--- config.mk ---
export PLATFORM = sky130hd
export DESIGN_NAME = xccg_ctrl
export DESIGN_NICKNAME = d
export VERILOG_FILES = /design/src/xccg_pkg.sv /design/src/xccg_ctrl.sv
export VERILOG_INCLUDE_DIRS = /design/src /design/src/src
export SDC_FILE = /design/constraint.sdc
export NUM_CORES = 1
export LEC_CHECK = 0
export ABC_AREA = 1
export BUFFER_PORTS_ARGS = -buffer_cell sky130_fd_sc_hd__buf_4
export CAP_MARGIN = 20
export CORE_AREA = 2 2 39 41
export DETAILED_ROUTE_END_ITERATION = 8
export DIE_AREA = 0 0 41 43
export PLACE_DENSITY = 0.64
export RECOVER_POWER = 100
export SETUP_SLACK_MARGIN = 0.02
export SLEW_MARGIN = 20
export SYNTH_ARGS = -nofsm -noshare
export SYNTH_HDL_FRONTEND = slang
export SYNTH_SLANG_ARGS = --single-unit
--- constraint.sdc ---
create_clock -name clk_i -period 2 [get_ports clk_i]
set_input_delay 0.2 -clock clk_i [delete_from_list [all_inputs] [get_ports clk_i]]
set_output_delay 0.2 -clock clk_i [all_outputs]
set_load 0.005 [all_outputs]
--- src/xor_clause_component_grouping_core_defines.svh ---
// assertion macros for the xor clause component grouping core
// no dependencies; included by modules that carry assertions
`ifndef XOR_CLAUSE_COMPONENT_GROUPING_CORE_DEFINES_SVH
`define XOR_CLAUSE_COMPONENT_GROUPING_CORE_DEFINES_SVH
`ifndef SYNTHESIS
`define XCCG_ASSERT_IMP(name, ante, cons) \
  name: assert property (@(posedge clk_i) disable iff (!rst_ni) (ante) |-> (cons)) \
    else $error("xccg assertion failed");
`define XCCG_ASSERT_NXT(name, ante, cons) \
  name: assert property (@(posedge clk_i) disable iff (!rst_ni) (ante) |=> (cons)) \
    else $error("xccg assertion failed");
`else
`define XCCG_ASSERT_IMP(name, ante, cons)
`define XCCG_ASSERT_NXT(name, ante, cons)
`endif
`endif

--- src/xccg_pkg.sv ---
// shared types and constants of the xor clause component grouping core
// no dependencies
package xccg_pkg;

  localparam int unsigned VAR_W   = 10;
  localparam int unsigned LABEL_W = 11;
  localparam int unsigned COUNT_W = 12;
  localparam int unsigned KIND_W  = 3;
  localparam int unsigned NUM_VARS = 1024;

  localparam logic OP_ADD   = 1'b0;
  localparam logic OP_QUERY = 1'b1;

  localparam logic [KIND_W-1:0] KIND_QUERY    = 3'd0;
  localparam logic [KIND_W-1:0] KIND_TOGETHER = 3'd1;
  localparam logic [KIND_W-1:0] KIND_JOINED   = 3'd2;
  localparam logic [KIND_W-1:0] KIND_NEW      = 3'd3;
  localparam logic [KIND_W-1:0] KIND_MERGED   = 3'd4;
  localparam logic [KIND_W-1:0] KIND_TOO_LONG = 3'd5;

  typedef struct packed {
    logic             opcode;
    logic [VAR_W-1:0] var_index;
    logic             last;
  } in_item_t;

  typedef struct packed {
    logic [KIND_W-1:0]  kind;
    logic [LABEL_W-1:0] component;
    logic               assigned;
    logic [COUNT_W-1:0] labels_created;
  } out_item_t;

  typedef struct packed {
    logic               has;
    logic [LABEL_W-1:0] label;
  } entry_t;

  typedef struct packed {
    logic clr;
    logic take;
    logic init;
    logic collect;
    logic write;
    logic scan;
    logic emit_q;
    logic emit_c;
  } ctrl_cmd_t;

  typedef struct packed {
    logic clr_last;
    logic full;
    logic pend_done;
    logic scan_done;
    logic multi;
    logic out_free;
  } ctrl_sts_t;

endpackage

--- src/xccg_ctrl.sv ---
// controller state machine of the xor clause component grouping core
// depends on xccg_pkg and the assertion macro header
`include "xor_clause_component_grouping_core_defines.svh"
module xccg_ctrl (
  input  logic               clk_i,
  input  logic               rst_ni,
  input  logic               in_valid_i,
  input  logic               in_opcode_i,
  input  logic               in_last_i,
  output logic               in_ready_o,
  output xccg_pkg::ctrl_cmd_t cmd_o,
  input  xccg_pkg::ctrl_sts_t sts_i
);
  import xccg_pkg::*;

  localparam logic [2:0] ST_CLEAR   = 3'd0;
  localparam logic [2:0] ST_IDLE    = 3'd1;
  localparam logic [2:0] ST_COLLECT = 3'd2;
  localparam logic [2:0] ST_SCAN    = 3'd3;
  localparam logic [2:0] ST_WRITE   = 3'd4;
  localparam logic [2:0] ST_EMIT_Q  = 3'd5;
  localparam logic [2:0] ST_EMIT_C  = 3'd6;

  logic [2:0] state_q, state_d;

  always_comb begin
    state_d    = state_q;
    cmd_o      = '0;
    in_ready_o = 1'b0;
    unique case (state_q)
      ST_CLEAR: begin
        cmd_o.clr = 1'b1;
        if (sts_i.clr_last) begin
          cmd_o.init = 1'b1;
          state_d    = ST_IDLE;
        end
      end
      ST_IDLE: begin
        in_ready_o = 1'b1;
        if (in_valid_i) begin
          cmd_o.take = 1'b1;
          if (in_opcode_i == OP_QUERY) begin
            state_d = ST_EMIT_Q;
          end else if (in_last_i) begin
            if (sts_i.full) begin
              state_d = ST_EMIT_C;
            end else begin
              cmd_o.init = 1'b1;
              state_d    = ST_COLLECT;
            end
          end
        end
      end
      ST_COLLECT: begin
        cmd_o.collect = 1'b1;
        if (sts_i.pend_done) begin
          cmd_o.init = 1'b1;
          state_d    = sts_i.multi ? ST_SCAN : ST_WRITE;
        end
      end
      ST_SCAN: begin
        cmd_o.scan = 1'b1;
        if (sts_i.scan_done) begin
          cmd_o.init = 1'b1;
          state_d    = ST_WRITE;
        end
      end
      ST_WRITE: begin
        cmd_o.write = 1'b1;
        if (sts_i.pend_done) begin
          state_d = ST_EMIT_C;
        end
      end
      ST_EMIT_Q: begin
        if (sts_i.out_free) begin
          cmd_o.emit_q = 1'b1;
          state_d      = ST_IDLE;
        end
      end
      ST_EMIT_C: begin
        if (sts_i.out_free) begin
          cmd_o.emit_c = 1'b1;
          state_d      = ST_IDLE;
        end
      end
      default: begin
        state_d = ST_IDLE;
      end
    endcase
  end

  always_ff @(posedge clk_i or negedge rst_ni) begin
    if (!rst_ni) begin
      state_q <= ST_CLEAR;
    end else begin
      state_q <= state_d;
    end
  end

  `XCCG_ASSERT_IMP(a_no_take_while_clearing, state_q == ST_CLEAR, !in_ready_o)
  `XCCG_ASSERT_NXT(a_close_goes_collect,
      cmd_o.take && (in_opcode_i == OP_ADD) && in_last_i && !sts_i.full,
      state_q == ST_COLLECT)
  `XCCG_ASSERT_NXT(a_emit_returns_idle, cmd_o.emit_c || cmd_o.emit_q, state_q == ST_IDLE)

endmodule

# Word level (Yosys, flattened, before mapping)
# Index checks and enable logic that the tools add are counted.
# classes
n_addsub	0
n_mul	0
div_mod_pow	0
order_cmp	0
eq_ne	13
shifts	0
mux	28
bitwise	0
reduce_logical	3
# ops
operator	n
3-bit 2-to-1 mux	10
3-bit case mux with 6 select lines	1
1-bit 2-to-1 mux	15
2-bit inequality test, second input constant	5
3-bit equality test, second input constant	3
7-bit AND reduction	1
3-bit by 2-bit equality test with 1-bit output, second input constant	2
1-bit case mux with 4 select lines	1
3-bit by 1-bit equality test with 1-bit output, second input constant	1
3-bit zero test	1
3-bit inequality test, second input constant	1
2-bit 2-to-1 mux	1
2-bit by 1-bit inequality test with 1-bit output, second input constant	1
2-bit OR reduction	1
# word_totals
reg_bits	3
latchBits	0
ram_bits	0
mem_bits_ro	0
mem_count	0

# Depth between registers and ports, before layout
# logic_depth
ltp_word	5
ltp_mapped	10
ltp_nobuf	9

# Worst setup path after synthesis
# No wires, ideal clock.
# synth_timing
kind	register to output
startpoint	register state_q[2]
endpoint	output port cmd_o[5] in the netlist's numbering
t_arrival_ns	0.983
setup_slack_ns	0.817
stages_incl_launch_ff	7
path_cell_list	dfrtp_1 > buf_6 > nor3_1 > nand2_1 > nand2_1 > a21oi_1 > nand2_1
# synth_rtl
element	line	rtl
from (decl)	xccg_ctrl.sv:24	logic [2:0] state_q, state_d;
from (signal assigned)	xccg_ctrl.sv:96	state_q <= state_d;
to (decl)	xccg_ctrl.sv:11	output xccg_pkg::ctrl_cmd_t cmd_o,

==> metrics.txt <==
# TYPE chip_impl_metric gauge
chip_impl_metric{name="synth_area",unit="um^2"} 454
chip_impl_metric{name="grt_antenna_before_repair",unit=""} 0
chip_impl_metric{name="grtUsageMet1",unit=""} 0.179
chip_impl_metric{name="totalNegativeSetupSlack",unit="ns"} 0
chip_impl_metric{name="fin_crit",unit="ns"} 1.70
chip_impl_metric{name="power.leakage",unit="nW"} 0.346
chip_impl_metric{name="place_ws",unit="ns"} 0.577
chip_impl_metric{name="area_delta_synth_final",unit="%"} 25.6
chip_impl_metric{name="grt_remaining_overflow",unit=""} 0
chip_impl_info{name="run_status",value="completed"} 1
chip_impl_metric{name="htree_num_levels",unit=""} 1
chip_impl_metric{name="fin_crit_sh",unit=""} 0.848
chip_impl_metric{name="antennaDiodeCount",unit=""} 0
chip_impl_metric{name="die-area",unit="mm^2"} 0.00176
chip_impl_metric{name="drc",unit=""} 0
chip_impl_metric{name="crit_fanout",unit=""} 9
chip_impl_info{name="top_regs",value="state_q x3"} 1
chip_impl_info{name="rsz0062_at_grt",value="false"} 1
chip_impl_info{name="clk_root_buffer_cell",value="sky130_fd_sc_hd__clkbuf_4"} 1
chip_impl_metric{name="timing.final.max_slew_violations",unit=""} 0
chip_impl_metric{name="fmaxAchievable",unit="MHz"} 590
chip_impl_metric{name="yosys_register_bits",unit=""} 3
chip_impl_metric{name="tightestPinTransition",unit="ns"} 0.314
chip_impl_metric{name="grtUsageMet3",unit=""} 0.0314
chip_impl_metric{name="timing.critical_path.required",unit="ns"} 1.80
chip_impl_metric{name="postCtsSetupRepairBufs",unit=""} 0
chip_impl_metric{name="timing.clock.skew",unit="ns"} 0.00466
chip_impl_metric{name="postSynthNetCount",unit=""} 81
chip_impl_metric{name="netlist-cell-type-count",unit=""} 18
chip_impl_metric{name="fin_nets",unit=""} 103
chip_impl_metric{name="number_of_buffers_created_by_cts",unit=""} 3
chip_impl_metric{name="relative_slew_slack",unit=""} 0.790
chip_impl_metric{name="final_number_of_hold_violating_endpoints",unit=""} 0
chip_impl_metric{name="flip_flop_count_of_the_largest_register_all_copies_and_words_added",unit=""} 3
chip_impl_metric{name="hpwl_detailed",unit="um"} 817
chip_impl_metric{name="first_iter_violations",unit=""} 5
chip_impl_metric{name="synth_sequential_area_ratio",unit=""} 0.165
chip_impl_metric{name="design_area",unit="um^2"} 571
chip_impl_metric{name="cts_repair_resize_count",unit=""} 0
chip_impl_metric{name="dr.pass1.iters",unit=""} 4
chip_impl_metric{name="route.detailed.wl_per_inst",unit="um"} 9.28
chip_impl_info{name="critical_path.endpoint_type",value="primary output"} 1
chip_impl_metric{name="critical_path_arrival",unit="ns"} 1.50
chip_impl_metric{name="core.rowCount",unit=""} 14
chip_impl_metric{name="finalSetupViolations",unit=""} 0
chip_impl_metric{name="buffer_ports.inserted",unit=""} 19
chip_impl_metric{name="start_util",unit=""} 0.328
chip_impl_metric{name="io_pins",unit=""} 20
chip_impl_metric{name="finalWirelength",unit="um"} 993
chip_impl_metric{name="die_h",unit="um"} 43
chip_impl_metric{name="globalplace.congestion",unit=""} 0.784
chip_impl_info{name="tritoncts",value="built"} 1
chip_impl_metric{name="total_clock_sinks",unit=""} 3
chip_impl_metric{name="grt_pass1_wl",unit="um"} 1790
chip_impl_metric{name="placedInstanceArea",unit="um^2"} 583
chip_impl_info{name="min_path_type",value="input port to async pin"} 1
chip_impl_info{name="globalRoute.busiestLayer",value="met2"} 1
chip_impl_info{name="worstSetupStartpointType",value="register"} 1
chip_impl_metric{name="timing.max_cap.violations",unit=""} 0
chip_impl_info{name="reg2reg_from",value="state_q[2]"} 1
chip_impl_metric{name="grt_use_total",unit=""} 0.148
chip_impl_metric{name="netlist_instances",unit=""} 70
chip_impl_metric{name="clock_path_buffers",unit=""} 2
chip_impl_metric{name="synth_area_per_cell",unit="um^2"} 6.49
chip_impl_info{name="critical_path_class",value="register to primary output"} 1
chip_impl_metric{name="first_global_vias",unit=""} 473
chip_impl_metric{name="die_w",unit="um"} 41
chip_impl_metric{name="timing.hold.ws",unit="ns"} 0.308
chip_impl_metric{name="maximum_number_of_pins_on_one_net_before_global_route_repair",unit=""} 10
chip_impl_metric{name="ir_drop",unit="mV"} 0.494
chip_impl_metric{name="route.vias.total",unit=""} 487
chip_impl_metric{name="fin_cells",unit=""} 107
chip_impl_metric{name="postRouteAntennaNets",unit=""} 0
chip_impl_metric{name="path_clk_slew",unit="ns"} 0.04
chip_impl_info{name="largest_register",value="state_q"} 1
chip_impl_metric{name="ratio_of_cells_with_drive_above_1_in_the_final_layout",unit=""} 0.308
chip_impl_metric{name="yosysWarnings",unit=""} 0
chip_impl_metric{name="place.detailed.instances",unit=""} 102
chip_impl_metric{name="viasPerCell",unit=""} 4.55
chip_impl_metric{name="design.core.area",unit="mm^2"} 0.00138
chip_impl_metric{name="grtUsageMet2",unit=""} 0.231
chip_impl_metric{name="worstSkewPairLatency",unit="ns"} 0.23
chip_impl_metric{name="powerDensity",unit="mW/mm^2"} 1340
chip_impl_metric{name="post-route-worst-setup-slack",unit="ns"} 0.304
chip_impl_info{name="cp_launch_point",value="state_q[1]"} 1
## metal layers
metal	up-vias	routed length [um]
li1	258	-
met1	211	427
met2	18	505
met3	0	61
met4	0	0
met5	-	0
## cell usage in the layout (no fill, tap or decap), drive strengths merged
cell and n:
nand2 28, buf 16, nand3 11, inv 10
nor2 7, clkbuf 7, dfrtp 3, nand3b 2
nor3 1, a21oi 1, or2 1, nor3b 1
o21ai 1, o21bai 1, dlygate4sd3 1
## report_power, final
part	internal (W)	switching, W	leakage (nW)
logic	0.000225	0.000277	0.294
registers	0.0000916	0.0000669	0.0372
clock network	0.0000746	0.0000291	0.0150
## cells by family after synthesis
family,after synthesis,share of synthesized area
AOI/OAI and AO/OA,3,0.0386
buffers and inverters,13,0.163
DFF,3,0.165
and+or+nand+nor,51,0.634
## worst max-delay path: stages, from the launching register on
cell                       delay, ns
sky130_fd_sc_hd__dfrtp_1        0.51
sky130_fd_sc_hd__inv_1          0.10
sky130_fd_sc_hd__nor2_1         0.20
sky130_fd_sc_hd__nand2_1        0.13
sky130_fd_sc_hd__inv_1          0.09
sky130_fd_sc_hd__a21oi_1        0.06
sky130_fd_sc_hd__nand2_1        0.05
sky130_fd_sc_hd__clkbuf_4       0.12
## final timing paths
check,end,slack [ns],cells after the start
worst max-delay path,cmd_o[5],0.30,7
worst min-delay path,state_q[2],0.31,2
worst max register to register,state_q[0],0.60,8
worst min register to register,state_q[0],0.64,2
max in group asynchronous,state_q[1],1.53,2
min in group clk_i,state_q[0],0.34,5
## what timing repair did
item,4_1_cts,5_1_grt
hold buffers,1,0
endpoints found under the hold margin,3,0
setup endpoints to repair,0,0
## layout make-up
| cell class | count | area, um^2 |
|---|---|---|
| fillers | 166 | 813 |
| multi-input cells | 54 | 260 |
| repair buffers | 20 | 149 |
| flip-flops and latches | 3 | 75.1 |
| inverters | 10 | 40.0 |
| clock buffers | 4 | 26.3 |
| well taps | 16 | 20.0 |
## metrics by stage
step | power (W) | util
2_1_floorplan | 0.000633 | -
3_3_place_gp | 0.000742 | 0.421
3_5_place_dp | 0.000750 | 0.421
4_1_cts | 0.000860 | 0.448
5_1_grt | 0.000856 | 0.412
6_report | 0.000765 | 0.412
## synthesized netlist by cell type
library cell	instances	area [um^2]
sky130_fd_sc_hd__nand2_1	22	82.6
sky130_fd_sc_hd__nand3_1	11	55.1
sky130_fd_sc_hd__inv_1	7	26.3
sky130_fd_sc_hd__nor2_4	5	56.3
sky130_fd_sc_hd__nand2_2	4	25.0
sky130_fd_sc_hd__buf_6	3	33.8
sky130_fd_sc_hd__dfrtp_1	3	75.1
sky130_fd_sc_hd__inv_2	2	7.51
sky130_fd_sc_hd__nand2_4	2	22.5
sky130_fd_sc_hd__nand3b_1	2	15.0
sky130_fd_sc_hd__nor2_1	2	7.51
sky130_fd_sc_hd__a21oi_1	1	5.00
sky130_fd_sc_hd__inv_4	1	6.26
sky130_fd_sc_hd__nor3_1	1	5.00
sky130_fd_sc_hd__nor3b_2	1	12.5
sky130_fd_sc_hd__o21ai_0	1	5.00
sky130_fd_sc_hd__o21bai_1	1	7.51
sky130_fd_sc_hd__or2_2	1	6.26
(Power assumes the default switching activity.)
